==> src/sv/tts_pkg.sv <==
// Shared types, constants and Q16.16 helpers for the tridiagonal solver.
// Used by every module of the block except tts_ram; depends on nothing.
package tts_pkg;

  localparam int MAX_ROWS_DEF = 64;
  localparam int ROW_W        = 6;
  localparam int DIV_STEPS    = 48;
  localparam int DIV_CNT_W    = 6;

  typedef logic signed [31:0] q_t;

  localparam q_t Q_MAX = 32'sh7FFF_FFFF;
  localparam q_t Q_MIN = 32'sh8000_0000;

  // One row word as it travels from the front to the engine.
  typedef struct packed {
    q_t               diag;
    q_t               lower;
    q_t               upper;
    q_t               rhs;
    logic [ROW_W-1:0] idx;
    logic             first;
    logic             last;
  } tts_row_t;

  // One result word.
  typedef struct packed {
    logic [ROW_W-1:0] row_index;
    q_t               solution;
    logic             pivot_error;
    logic             result_last;
  } tts_res_t;

  function automatic q_t sat_q(input logic signed [63:0] v);
    if (v > 64'sd2147483647) begin
      return Q_MAX;
    end else if (v < -64'sd2147483648) begin
      return Q_MIN;
    end
    return q_t'(v[31:0]);
  endfunction

  // The arithmetic shift rounds toward minus infinity.
  function automatic q_t qmul_fix(input logic signed [63:0] p);
    logic signed [63:0] s;
    s = p >>> 16;
    return sat_q(s);
  endfunction

  function automatic q_t qsub(input q_t a, input q_t b);
    logic signed [63:0] d;
    d = $signed({{32{a[31]}}, a}) - $signed({{32{b[31]}}, b});
    return sat_q(d);
  endfunction

endpackage

==> src/sv/tts_outq.sv <==
// Two-word result queue between the engine and the result ports.
// Depends on tts_pkg.
module tts_outq import tts_pkg::*; (
  input  logic     clk,
  input  logic     rst_n,
  input  logic     res_push,
  input  tts_res_t res_word,
  output logic     res_full,
  input  logic     pop,
  output logic     empty,
  output tts_res_t head
);

  tts_res_t   slot_r [2];
  logic       wp_r;
  logic       rp_r;
  logic [1:0] fill_r;
  logic       acc;
  logic       take;

  assign res_full = fill_r == 2'd2;
  assign empty    = fill_r == 2'd0;
  assign head     = slot_r[rp_r];
  assign acc      = res_push && !res_full;
  assign take     = pop && !empty;

  always_ff @(posedge clk) begin
    if (acc) begin
      slot_r[wp_r] <= res_word;
    end
  end

  always_ff @(posedge clk) begin
    if (!rst_n) begin
      wp_r   <= 1'b0;
      rp_r   <= 1'b0;
      fill_r <= 2'd0;
    end else begin
      if (acc) begin
        wp_r <= ~wp_r;
      end
      if (take) begin
        rp_r <= ~rp_r;
      end
      fill_r <= fill_r + 2'(acc) - 2'(take);
    end
  end

endmodule

==> config.mk <==
export PLATFORM = sky130hd
export DESIGN_NAME = tts_outq
export DESIGN_NICKNAME = d
export VERILOG_FILES = /design/src/sv/tts_pkg.sv /design/src/sv/tts_outq.sv
export SDC_FILE = /design/constraint.sdc
export NUM_CORES = 1
export LEC_CHECK = 0
export ABC_AREA = 1
export BUFFER_PORTS_ARGS = -buffer_cell sky130_fd_sc_hd__buf_2
export CAP_MARGIN = 15
export CORE_MARGIN = 5
export CORE_UTILIZATION = 35
export CTS_CLUSTER_SIZE = 8
export DETAILED_ROUTE_END_ITERATION = 6
export HOLD_SLACK_MARGIN = 0.03
export PLACE_DENSITY = 0.65
export SYNTH_ARGS = -nofsm -noshare
export SYNTH_HDL_FRONTEND = slang
export SYNTH_SLANG_ARGS = --single-unit
==> constraint.sdc <==
create_clock -name clk -period 4.08 [get_ports clk]
set_input_delay 0.408 -clock clk [delete_from_list [all_inputs] [get_ports clk]]
set_output_delay 0.408 -clock clk [all_outputs]
set_load 0.05 [all_outputs]
==> summary.md <==
| Metric | Value |
|---|---|
| Worst slew pin tran | `980 ps` |
| Fraction of layout cells with a size suffix above 1 | `55.4%` |
| Initial antenna violation count | `0` |
| Grt total ovfl | `0` |
| Largest net degree at the start of global routing | `41` |
| Post-Synth XOR/XNOR Area | `0%` |
| Placed insts | `352` |
| Post-DR wirelength/cell | `14.9 um` |
| Endpoints failing hold | `0` |
| FF+latch count, synth | `85` |
| Fin Setup TNS | `0 ps` |
| Crit path max fanout | `40` |
| Seq pwr share | `42.9%` |
| Clock group share of total power | `23.2%` |
| Max_slew headroom | `34.7%` |
| P per Cell Area | `706 nW/um2` |
| Buf+Inv Stages, Crit Path | `1` |
| Crit. End Element | `output pin` |
| Yosys warnings | `0` |
| Fin crit period | `2390 ps` |
| H-tree levels | `3` |
| FMAX | `0.418 GHz` |
| Gr usage total | `10.1%` |
| Syn Area/Cell | `19.4 um2` |
| Setup Skew | `7.11 ps` |
| Top cell family by delay on the critical path | `flip-flops` |
| Non-Filler Instances | `368` |
| Hold path cells | `1` |
| Mapped Area | `3150 um2` |
| Post-synth top area cell | `edfxtp_1` |
| Final max-slew violation count | `0` |
| Source of the worst hold timing path | `res_word[18]` |
| Combinational family with the most area after synthesis | `multiplexers` |
| DIE AREA | `11000 um2` |
| Layout Area Growth over Synthesis | `24.4%` |
| Post-Synth Adder-Cell Area | `0.796%` |
| Hold-fix buffers, CTS | `0` |
| Crit path DAT | `1980 ps` |
| Post-synthesis mux area share | `14.3%` |
| CTS tree | `built` |
| WP data required | `3670 ps` |
| Area contributors post-synth | `edfxtp_1 76%, mux2_2 14%, dfxtp_1 3.2%, buf_6 1.4%, inv_1 1.1%` |
| # IOs | `86` |
| Vias in the first global route | `1800` |
| Clock buffer depth | `2` |
| RSZ-0062 raised after global routing | `false` |
| Final worst-path cycle share | `58.6%` |
| Switching power total | `1.04 mW` |
| VDD IR max | `424 uV` |
| Max stage delay cell, worst path | `dfxtp_2` |
| Mapped Cells | `162` |
| DRC viols | `0` |
| # setup viols final | `0` |
| GP Congestion | `0.677` |
| CTS buffer count | `9` |
| Distinct cells, synth | `10` |
| Static Leakage | `1.50 nW` |
| Maxcap violations | `0` |
| Core Area | `8720 um2` |
| Share of the synthesized area in the top cell type | `76.4%` |
| Total wire length | `5470 um` |
| DR vias/cell | `4.44` |
| Gate power share | `33.9%` |
| Routed Antenna Nets | `0` |
| CP Launch Type | `flip-flop` |
| Status | `finished clean` |
| DIE WIDTH | `105 um` |
| Detailed-route via count | `1635` |
| Ant. Diodes | `0` |
| Post-CTS setup buffer count | `0` |
| Hold crit path type | `in -> reg` |
| Net count after synthesis | `208` |
| First-pass iteration count of the detailed router | `4` |
| Worst path max stage delay | `980 ps` |
| Post-synthesis sequential area ratio | `79.6%` |
| Initial Util | `36.1%` |
| Synth Area in Compound Gates | `0.318%` |
| Drt initial violations | `65` |
| RR Startpoint | `fill_r[0]` |
| Die Y | `105 um` |
| Skew-Pair Late Insertion Delay | `340 ps` |
| Clk sinks | `85` |
| Worst path depth | `2` |
| First-pass GRT wire length | `8750 um` |
| Simple-gate share of the synthesized area | `2.51%` |
| Rows | `34` |
| Number of gates resized after CTS | `0` |
| Worst-path cell chain | `mux2_2, buf_2` |
| Worst r2r path cells | `5` |
| Number of port buffers | `85` |
| Sw frac | `37.8%` |
| Clk pin slew, worst setup/hold paths | `90 ps` |
| Internal power | `1.72 mW` |
| CTS Root Cell | `clkbuf_8` |
| Final #Nets | `301` |
| DP HPWL | `3510 um` |
| Worst setup path class | `reg -> out` |
[flip-flops by register name (all words and copies together) (netlist names), named ones only]
register,cells
fill_r,2
rp_r,1
slot_r,80
wp_r,1
[layout make-up]
class,count,area [um2]
sequential,85,2500
inverter,9,33.8
fill,800,4810
clock buffer,10,128
clock inverter,6,87.6
multi-input combinational,64,572
tap,108,135
timing repair buffer,86,453
[logic make-up after synthesis]
family	after synthesis
muxes	40
adders and majority gates	2
DFF	85
AOI/OAI and AO/OA	2
buffers and inverters	13
and+or+nand+nor	20
[layout by cell type, fill, tap and decap left out]
cell type	instances
nor2_1	7
edfxtp_1	80
clkinv_4	2
dfxtp_2	1
buf_16	1
clkbuf_1	1
buf_2	85
inv_2	1
clkinv_2	2
ha_1	2
nand3_1	3
nand2_1	9
clkbuf_8	9
inv_1	8
bufinv_16	2
dfxtp_1	4
nor2_4	1
mux2_2	40
a21oi_1	2
[synth_stat cells]
library cell / n
a21oi_1: 2
buf_6: 4
dfxtp_1: 5
edfxtp_1: 80
ha_1: 2
inv_1: 9
mux2_2: 40
nand2_1: 9
nand3_1: 3
nor2_1: 8
[worst paths after layout]
path | to | slack (ps)
min reg2reg | flip-flop | 510
max | head[7] | 1690
max reg2reg | slot_r[0][32] | 2320
min | slot_r[0][18] | 240
[power groups by stage]
stage | registers [mW] | clock network [mW] | logic (mW)
after detailed placement | 1.21 | 0 | 0.951
after floorplan | 1.16 | 0 | 0.792
after global placement | 1.21 | 0 | 0.926
after CTS | 1.19 | 0.666 | 0.954
final | 1.19 | 0.642 | 0.936
after global routing | 1.20 | 0.710 | 0.994
[stage by stage]
step                cell area, um2  hold slack, ps  setup slack, ps  utilization [%]  power (mW)
floorplan                     3150             467             1400                -        1.95
global placement              3670             481             1980             42.1        2.13
detailed placement            3700             501             1990             42.4        2.16
CTS                           3910             223             1600             44.9        2.81
global route                  3910             211             1530             44.9        2.91
finish                        3910             245             1690             44.9        2.76
[metal layers]
| layer | GRT usage (%) | part of all wire, % | vias up |
|---|---|---|---|
| li1 | - | - | 793 |
| met1 | 12.0 | 44 | 789 |
| met2 | 16.5 | 49 | 49 |
| met3 | 4.50 | 6.3 | 4 |
| met4 | 3.29 | 0.69 | 0 |
| met5 | 0 | 0 | - |
Power figures use the tool's default switching activity.
