## src/sv/tts_pkg.sv

```systemverilog
// Shared types, constants and Q16.16 helpers for the tridiagonal solver.
// Used by every module of the block except tts_ram; depends on nothing.
package tts_pkg;

  localparam int MAX_ROWS_DEF = 64;
  localparam int ROW_W        = 6;
  localparam int DIV_STEPS    = 48;
  localparam int DIV_CNT_W    = 6;

  typedef logic signed [31:0] q_t;

  localparam q_t Q_MAX = 32'sh7FFF_FFFF;
  localparam q_t Q_MIN = 32'sh8000_0000;

  // One row word as it travels from the front to the engine.
  typedef struct packed {
    q_t               diag;
    q_t               lower;
    q_t               upper;
    q_t               rhs;
    logic [ROW_W-1:0] idx;
    logic             first;
    logic             last;
  } tts_row_t;

  // One result word.
  typedef struct packed {
    logic [ROW_W-1:0] row_index;
    q_t               solution;
    logic             pivot_error;
    logic             result_last;
  } tts_res_t;

  function automatic q_t sat_q(input logic signed [63:0] v);
    if (v > 64'sd2147483647) begin
      return Q_MAX;
    end else if (v < -64'sd2147483648) begin
      return Q_MIN;
    end
    return q_t'(v[31:0]);
  endfunction

  // The arithmetic shift rounds toward minus infinity.
  function automatic q_t qmul_fix(input logic signed [63:0] p);
    logic signed [63:0] s;
    s = p >>> 16;
    return sat_q(s);
  endfunction

  function automatic q_t qsub(input q_t a, input q_t b);
    logic signed [63:0] d;
    d = $signed({{32{a[31]}}, a}) - $signed({{32{b[31]}}, b});
    return sat_q(d);
  endfunction

endpackage

```

## src/sv/tts_front.sv

```systemverilog
// Input side: takes row words, marks first and last rows, and queues them.
// Depends on tts_pkg.
module tts_front import tts_pkg::*; #(
  parameter int MAX_ROWS = MAX_ROWS_DEF
) (
  input  logic     clk,
  input  logic     rst_n,
  input  logic     push,
  output logic     full,
  input  q_t       in_diag_value,
  input  q_t       in_lower_value,
  input  q_t       in_upper_value,
  input  q_t       in_rhs_value,
  input  logic     in_row_last,
  input  logic     row_pop,
  output logic     row_empty,
  output tts_row_t row_head
);

  localparam int AW = $clog2(MAX_ROWS);

  tts_row_t      slot_r [2];
  logic          wp_r;
  logic          rp_r;
  logic [1:0]    fill_r;
  logic [AW-1:0] cnt_r;
  logic          acc;
  logic          last_nxt;
  tts_row_t      word_nxt;

  assign full      = fill_r == 2'd2;
  assign row_empty = fill_r == 2'd0;
  assign row_head  = slot_r[rp_r];
  assign acc       = push && !full;

  // A full store ends the system as if the row were flagged last.
  assign last_nxt = in_row_last || (cnt_r == AW'(MAX_ROWS - 1));

  always_comb begin
    word_nxt.diag  = in_diag_value;
    word_nxt.lower = in_lower_value;
    word_nxt.upper = in_upper_value;
    word_nxt.rhs   = in_rhs_value;
    word_nxt.idx   = ROW_W'(cnt_r);
    word_nxt.first = cnt_r == '0;
    word_nxt.last  = last_nxt;
  end

  always_ff @(posedge clk) begin
    if (acc) begin
      slot_r[wp_r] <= word_nxt;
    end
  end

  always_ff @(posedge clk) begin
    if (!rst_n) begin
      wp_r   <= 1'b0;
      rp_r   <= 1'b0;
      fill_r <= 2'd0;
      cnt_r  <= '0;
    end else begin
      if (acc) begin
        wp_r  <= ~wp_r;
        cnt_r <= last_nxt ? '0 : cnt_r + AW'(1);
      end
      if (row_pop && !row_empty) begin
        rp_r <= ~rp_r;
      end
      fill_r <= fill_r + 2'(acc) - 2'(row_pop && !row_empty);
    end
  end

endmodule

```

## config.mk

```make
export PLATFORM = sky130hd
export DESIGN_NAME = tts_front
export DESIGN_NICKNAME = d
export VERILOG_FILES = /design/src/sv/tts_pkg.sv /design/src/sv/tts_front.sv
export SDC_FILE = /design/constraint.sdc
export NUM_CORES = 1
export LEC_CHECK = 0
export ABC_AREA = 0
export BUFFER_PORTS_ARGS = -buffer_cell sky130_fd_sc_hd__buf_2
export CAP_MARGIN = 20
export CORE_AREA = 10 10 149 151
export CTS_CLUSTER_SIZE = 20
export DETAILED_ROUTE_END_ITERATION = 7
export DIE_AREA = 0 0 159 161
export PLACE_DENSITY = 0.78
export REMOVE_ABC_BUFFERS = 1
export SLEW_MARGIN = 0
export SYNTH_ARGS = -nofsm -noshare
export SYNTH_HDL_FRONTEND = slang
export SYNTH_SLANG_ARGS = --single-unit
```

## constraint.sdc

```tcl
create_clock -name clk -period 26.7 [get_ports clk]
set_clock_uncertainty 0.05 [all_clocks]
set_input_delay 5.34 -clock clk [delete_from_list [all_inputs] [get_ports clk]]
set_output_delay 5.34 -clock clk [all_outputs]
set_load 0.02 [all_outputs]
```

==> results of run 1 <==
## final timing paths
check             endpoint  slack [ps]  startpoint
max          row_head[127]       18630        flop
min                   rp_r         470        rp_r
max reg2reg  slot_r[1][36]       23990   fill_r[0]
min reg2reg           rp_r         470        rp_r
## layout make-up
| type | count | area [µm²] |
|---|---|---|
| fill | 1279 | 6310 |
| timing repair buffer | 275 | 1410 |
| multi-input combinational | 183 | 1850 |
| inverter | 7 | 28.8 |
| clock buffer | 35 | 778 |
| sequential | 283 | 8390 |
| clock inverter | 17 | 104 |
| tap | 265 | 332 |
| antenna | 1 | 2.50 |
## placed cells by master, fill, tap and decap left out, types with 4 or more instances in the layout
cell type,synthesis,layout
clkinv_2,0,11
buf_4,0,4
nor2_1,9,8
buf_2,14,270
edfxtp_1,272,272
clkbuf_16,0,29
mux2_2,131,131
mux2_1,5,5
a21oi_1,4,4
dfxtp_1,11,10
clkinv_1,1,6
ha_1,4,4
inv_1,5,5
## cells by family (layout without fill, tap and decap cells)
family	count (synthesis)	in the layout	share of synthesized area [%]
multiplexers	136	136	14.8
other	0	1	0
buffers and inverters	23	334	1.14
AO/OA/AOI/OAI	11	11	0.641
XOR/XNOR	4	4	0.339
AND/OR/NAND/NOR	28	28	1.50
flip-flops	283	283	81.1
adder cells (fa/ha/maj)	4	4	0.484
## metal layers
layer	track usage, %	vias to the layer above	wire (µm)
met4	4.34	4	508
li1	-	2511	-
met2	27.6	223	11000
met5	0	-	24
met1	19.7	2671	8810
met3	5.29	48	1780
## through the flow
stage	area (µm²)	utilization, %	cells
floorplan	10300	-	473
global placement	12000	62.4	1012
detailed placement	12000	62.4	1012
CTS	12900	67.0	1064
global route	12900	67.1	1066
finish	12900	67.1	1066
## state kept, by name (all words and copies together) (netlist names), named ones only
| signal | cells |
|---|---|
| wp_r | 1 |
| slot_r | 272 |
| fill_r | 2 |
| rp_r | 1 |
| cnt_r | 6 |
## critical path: stages (launching register included)
cell	delay [ps]
dfxtp_4	790
buf_4	350
buf_16	320
mux2_2	400
buf_2	170
## report_power, final
part           switching, mW  total (mW)  internal (mW)
registers             0.0269       0.595          0.568
clock network          0.156       0.371          0.215
logic                  0.217       0.355          0.138
total                  0.400        1.32          0.921
==> results.json, run 1 <==
{
  "wl_per_cell_um": 20.8,
  "cp-start-kind": "flop",
  "synth_flop_cell": "edfxtp_1",
  "synthArstFlopShare_pct": 0,
  "min_period_ps": 8070,
  "cts_made_buffers": 28,
  "slew_viol_final": 0,
  "cts-root-buf": "clkbuf_16",
  "cts_tree": "yes",
  "setup_viol": 0,
  "tightest_slew_ps": 979,
  "track_usage_pct": 16.3,
  "dp_hpwl_um": 15000,
  "power.density_nw_per_um2": 102,
  "ys_seq_elements": 283,
  "grt_max_degree": 87,
  "fin_crit_sh_pct": 30.2,
  "hold_viol_final": 0,
  "synth_edf_count": 272,
  "synth_top_area_cell": "edfxtp_1",
  "drv_cap": 0,
  "grt_pass1_wl_um": 33300,
  "ctsHoldBuffers": 0,
  "max_slew_margin_pct": 34.8,
  "initial_core_util_pct": 53.9,
  "num_vias": 5457,
  "syn_area_per_cell_um2": 21.2,
  "core_region_area_um2": 19200,
  "cts_sinks": 283,
  "ys_warn_count": 0,
  "wirelength_um": 22100,
  "ys_types": 30,
  "ant_nets": 0,
  "ios": 271,
  "cts_buffer_depth": 3,
  "rows": 51,
  "grt_overflow_total": 0,
  "critPathArrivalTime_ps": 2680,
  "final_nets": 915,
  "cts_resized": 0,
  "fin_ws_ps": 18630,
  "required_ps": 21310,
  "synth_most_common_cell": "edfxtp_1",
  "totalPowerFinal_mw": 1.32,
  "postSynthCellCount": 489,
  "p_leak_nw": 4.82,
  "syn_area_um2": 10300,
  "path_max_fanout": 75,
  "min_path_cells": 2,
  "max_freq_ghz": 0.124,
  "pre_cts_ws_ps": 18880,
  "yosysSeqAreaShare_pct": 81.1,
  "rsz0062_at_grt": "false",
  "dr.first_iter.drc_count": 392,
  "yosys.area.top_type_share_pct": 79.0,
  "viasPerCell": 5.12,
  "crit_path_end_kind": "primary output",
  "die-area_um2": 25600,
  "dr.pass1.iters": 4,
  "synth.area.top_cells": "edfxtp_1, mux2_2, dfxtp_1",
  "synth_commonest_cells": "edfxtp_1, mux2_2, buf_2",
  "critPathKind": "reg -> out",
  "place_congestion": 0.790,
  "setup_tns_ps": 0,
  "antenna_found_initial": 3,
  "die_h_um": 161,
  "drive_gt1_share_pct": 57.0,
  "die_w_um": 159,
  "clk_pin_slew_ps": 60,
  "reg2reg_depth": 3,
  "syn_to_final_growth_pct": 24.7,
  "hp-class": "reg -> reg",
  "grt_pass1_vias": 5849,
  "drt_drc_violations_left": 0,
  "portBuffers": 270,
  "htree_levels": 1,
  "vdd_drop_max_v": 0.0000671,
  "holdWs_ps": 468,
  "cts_setup_buffers": 0,
  "status": "complete, no violations",
  "clk_latency_ps": 530
}
No activity file was read; power rests on OpenSTA's default activity.
==> run 2, diff against run 1 <==
- CORE_AREA: 10 10 149 151 -> 10 10 153 155
- DIE_AREA: 0 0 159 161 -> 0 0 163 165
- PLACE_DENSITY: 0.78 -> 0.74
- clock period: 26.7 -> 8.2 ns (I/O delays scaled with it)
==> run 2 against run 1 <==
First-iteration DRC count is 17% lower. Flip-flop and latch count is the same. Sequential share of layout area shrank 0.56 points. Global-route usage shrank 0.40 points. Critical path depth shrank 1. Die area increased by 5.1%. Final cell count up 0.75%. Power rose to 3.4 times the previous value. Combinational power grew to 3.4 times the previous value. Register-to-register slack got worse by 19000 ps. Worst hold slack better by 10 ps. Core utilization down 2.6 points. Highest routed layer unchanged.
==> results.json, run 2 (synthesis gave the netlist of run 1 again) <==
{
  "htree_levels": 1,
  "grt_overflow_total": 0,
  "ant_nets": 0,
  "initial_core_util_pct": 51.3,
  "grtUsageMet1_pct": 18.8,
  "core_region_area_um2": 20200,
  "drt_drc_violations_left": 0,
  "drv_cap": 0,
  "cts-root-buf": "clkbuf_16",
  "setup_tns_ps": 0,
  "ctsHoldBuffers": 0,
  "setup_viol": 0,
  "crit_buf_inv": 2,
  "required_ps": 6510,
  "final_cell_mix": "edfxtp_1, buf_2, mux2_2",
  "syn_to_final_growth_pct": 25.8,
  "post-route-util_pct": 64.5,
  "crit_chain": "buf_4 > mux2_2 > buf_2",
  "hold_viol_final": 0,
  "fin_crit_sh_pct": 48.7,
  "dp_hpwl_um": 15600,
  "cts_sinks": 283,
  "cts_buffer_depth": 3,
  "critPathKind": "reg -> out",
  "grt_max_degree": 82,
  "grtUsageMet2_pct": 27.0,
  "cts_tree": "yes",
  "cts_setup_buffers": 0,
  "die_w_um": 163,
  "cts_made_buffers": 28,
  "die_h_um": 165,
  "wl_per_cell_um": 21.1,
  "vdd_drop_max_v": 0.000211,
  "reg.largest.list": "slot_r x272, cnt_r x6, fill_r x2",
  "portBuffers": 270,
  "grt_pass1_vias": 5943,
  "power.density_nw_per_um2": 341,
  "max_freq_ghz": 0.251,
  "clk_pin_slew_ps": 60,
  "status": "complete, no violations",
  "rsz0062_at_grt": "false",
  "top_register": "slot_r",
  "pre_cts_ws_ps": 4020,
  "slew_viol_final": 0,
  "antenna_found_initial": 5,
  "final_nets": 916,
  "viasPerCell": 5.13,
  "cts_resized": 0,
  "instances_no_fill": 1074,
  "critPathArrivalTime_ps": 2300,
  "hp-class": "reg -> reg",
  "fin_ws_ps": 4210,
  "cp_top_family": "buffers and inverters",
  "dr.pass1.iters": 5,
  "num_vias": 5514,
  "ios": 271,
  "slowest_stage": "buf_4",
  "grt.busiest_layer": "met2",
  "rows": 52,
  "die-area_um2": 26900,
  "gr-usage-met3_pct": 5.33,
  "cp-start-kind": "flop",
  "placed_cells": 1018,
  "drive_gt1_share_pct": 56.4,
  "grt_pass1_wl_um": 33400,
  "slowest_delay_ps": 630,
  "wirelength_um": 22600,
  "track_usage_pct": 15.9,
  "place_congestion": 0.802,
  "final_common_cell": "edfxtp_1",
  "tightest_slew_ps": 1050,
  "min_period_ps": 3990,
  "p_leak_nw": 4.85,
  "dr.first_iter.drc_count": 325,
  "clk_latency_ps": 520,
  "max_slew_margin_pct": 30.1,
  "largest_register_ffs": 272,
  "path_max_fanout": 56,
  "crit_path_end_kind": "primary output"
}
-- run 2: changes by cell type in the layout (fill, tap and decap cells not counted) --
cell,change
clkinv_4,+1
clkinv_2,-9
clkbuf_1,+5
buf_4,+1
diode_2,+3
bufinv_16,+5
clkbuf_8,-3
-- run 2: layer usage --
layer  wire length [µm]  vias up
met5                 13        -
met3               2080       35
met2              11700      225
met1               8460     2730
li1                   -     2522
met4                383        2
-- run 2: cell type report --
type,instances,area [µm²]
inverters,7,28.8
multi-input cells,183,1850
well taps,270,338
diodes,4,10.0
clock buffers,37,756
repair buffers,276,1420
flip-flops and latches,283,8390
fillers,1455,7160
clock inverters,14,218
-- run 2: final timing paths --
path              from              to  slack (ps)  cells after the start
max               flop    row_head[46]        4210                      3
min           cnt_r[0]    slot_r[1][2]         480                      0
max reg2reg  fill_r[0]  slot_r[0][132]        5370                      6
min reg2reg   cnt_r[0]    slot_r[1][2]         480                      0
-- run 2: per-stage QoR --
stage	hold WS, ps	instance area, µm²	total power [mW]
5_1_grt	503	13000	4.63
2_1_floorplan	418	10300	2.76
3_5_place_dp	468	12000	3.14
6_report	478	13000	4.44
3_3_place_gp	452	12000	3.11
4_1_cts	485	13000	4.48
-- run 2: where the power goes --
group | leakage, nW | total (mW) | internal, mW | switching, mW
Clock | 0.471 | 1.33 | 0.833 | 0.501
Sequential | 2.63 | 1.91 | 1.85 | 0.0652
Combinational | 1.74 | 1.19 | 0.453 | 0.735
==> run 3, diff against run 2 <==
- CORE_AREA: 10 10 153 155 -> 10 10 160 162
- DIE_AREA: 0 0 163 165 -> 0 0 170 172
- PLACE_DENSITY: 0.74 -> 0.71
- clock period: 8.2 -> 3.3 ns (I/O delays scaled with it)
==> run 3 against run 2 <==
Final area barely moved. Largest cell class unchanged. Core utilization decreased by 6.3 points. Sequential share of layout area hardly changed. Register-to-register slack worse by 3900 ps. Power up 140%. Count of clock-buffer cells in the layout is 2 lower. Clock power is 140% higher. Final cell count grew 1.2%.
==> results.json, run 3 (synthesis gave the netlist of run 1 again) <==
{
  "final_common_cell": "edfxtp_1",
  "grt_pass1_wl_um": 32400,
  "cts_resized": 0,
  "drt_drc_violations_left": 0,
  "htree_levels": 1,
  "dr.pass1.iters": 6,
  "top_register": "slot_r",
  "antenna_found_initial": 4,
  "syn_to_final_growth_pct": 25.8,
  "dr.first_iter.drc_count": 296,
  "slew_viol_final": 0,
  "drive_gt1_share_pct": 56.6,
  "portBuffers": 270,
  "min_from": "in_upper_value[11]",
  "final_nets": 916,
  "vdd_drop_max_v": 0.000571,
  "r2r_setup_slack_ps": 1460,
  "cts_made_buffers": 29,
  "max_slew_margin_pct": 45.6,
  "path_max_fanout": 68,
  "required_ps": 2590,
  "die_h_um": 172,
  "largest_register_ffs": 272,
  "wl_per_cell_um": 19.9,
  "slowest_stage": "mux2_2",
  "ios": 271,
  "cts_buffer_depth": 3,
  "die_w_um": 170,
  "crit_buf_inv": 2,
  "cts_sinks": 283,
  "clk_pin_slew_ps": 60,
  "grt_pass1_vias": 5904,
  "core_region_area_um2": 22400,
  "rsz0062_at_grt": "false",
  "setup_viol": 0,
  "cp-start-kind": "flop",
  "critPathKind": "reg -> out",
  "track_usage_pct": 13.9,
  "initial_core_util_pct": 46.2,
  "critPathArrivalTime_ps": 1830,
  "worstReg2RegStart": "fill_r[0]",
  "crit_chain": "buf_12 > mux2_2 > buf_2",
  "viasPerCell": 4.99,
  "reg2reg_depth": 3,
  "hp-class": "in -> reg",
  "clk_latency_ps": 520,
  "final_cell_mix": "edfxtp_1, buf_2, mux2_2",
  "dp_hpwl_um": 14700,
  "hold_viol_final": 0,
  "post_dp_cell_area_um2": 12100,
  "power.density_nw_per_um2": 834,
  "num_vias": 5419,
  "grt_overflow_total": 0,
  "fin_crit_sh_pct": 76.9,
  "ctsHoldBuffers": 0,
  "timing.rr.end": "slot_r[1][105]",
  "fillers": 1717,
  "die-area_um2": 29200,
  "cts-root-buf": "clkbuf_16",
  "rows": 55,
  "min_path_cells": 1,
  "min_to": "slot_r[0][51]",
  "stdcell_area_um2": 13000,
  "min_period_ps": 2540,
  "place_congestion": 0.779,
  "reg.largest.list": "slot_r x272, cnt_r x6, fill_r x2",
  "crit_path_end_kind": "primary output",
  "status": "complete, no violations",
  "cts_setup_buffers": 0,
  "slowest_delay_ps": 400,
  "drv_cap": 0,
  "max_freq_ghz": 0.394,
  "cts_tree": "yes",
  "cp_top_family": "buffers and inverters",
  "wirelength_um": 21600,
  "tightest_slew_ps": 815,
  "grt_max_degree": 137,
  "ant_nets": 0,
  "holdWs_ps": 273,
  "p_leak_nw": 4.83
}
-- run 3: cell count changes in the layout (fill, tap and decap cells not counted), sizes merged --
cell	change
buf	-1
bufinv	-2
clkbuf	-2
clkinv	+1
clkinvlp	+2
-- run 3: area by class of cell --
cell class | instances | area [µm²] | area share (%)
antenna | 4 | 10.0 | 0.0769
clock inverter | 15 | 175 | 1.35
inverter | 7 | 28.8 | 0.221
timing repair buffer | 275 | 1450 | 11.2
clock buffer | 35 | 748 | 5.75
tap | 285 | 357 | 2.74
multi-input combinational | 183 | 1850 | 14.2
sequential | 283 | 8390 | 64.5
-- run 3: worst max path at each step --
stage                     slack (ps)  depth (start not counted)           end  start
after floorplan                -3960                          3  slot_r[0][0]   push
after global placement          1260                          9     fill_r[1]   push
after detailed placement        1260                          9     fill_r[1]   push
after CTS                        730                          3  row_head[81]   flop
after global routing             680                          3  row_head[81]   flop
final                            760                          3  row_head[46]   flop
-- run 3: layer usage --
layer | up-vias | track usage, % | wire length [µm] | share of wire [%]
met5 | - | 0 | 13 | 0.060
met3 | 33 | 5.63 | 2080 | 9.6
met2 | 202 | 23.5 | 10800 | 50
li1 | 2520 | - | - | -
met1 | 2662 | 16.3 | 8320 | 39
met4 | 2 | 3.24 | 374 | 1.7
-- run 3: power breakdown --
group / internal (mW) / total [mW] / switching [mW]
logic: 1.15 / 2.98 / 1.83
clock network: 1.91 / 3.15 / 1.24
registers: 4.59 / 4.72 / 0.131
total: 7.65 / 10.9 / 3.21
-- run 3: stage by stage --
| stage | std cells | power, mW | setup slack [ps] | setup TNS (ps) | util [%] |
|---|---|---|---|---|---|
| 3_5_place_dp | 1033 | 7.83 | 1260 | 0 | 54.0 |
| 3_3_place_gp | 1033 | 7.76 | 1260 | 0 | 54.0 |
| 6_report | 1087 | 10.9 | 761 | 0 | 58.2 |
| 2_1_floorplan | 473 | 6.87 | -3960 | -866260 | - |
| 5_1_grt | 1084 | 11.4 | 679 | 0 | 58.1 |
| 4_1_cts | 1083 | 11.0 | 725 | 0 | 58.1 |
-- run 3: worst reg2reg max path: cells and delay by family, from the launching register on --
family	cells	cell delay [ps]
flops	1	340
buf+inv	1	540
simple gates	2	370
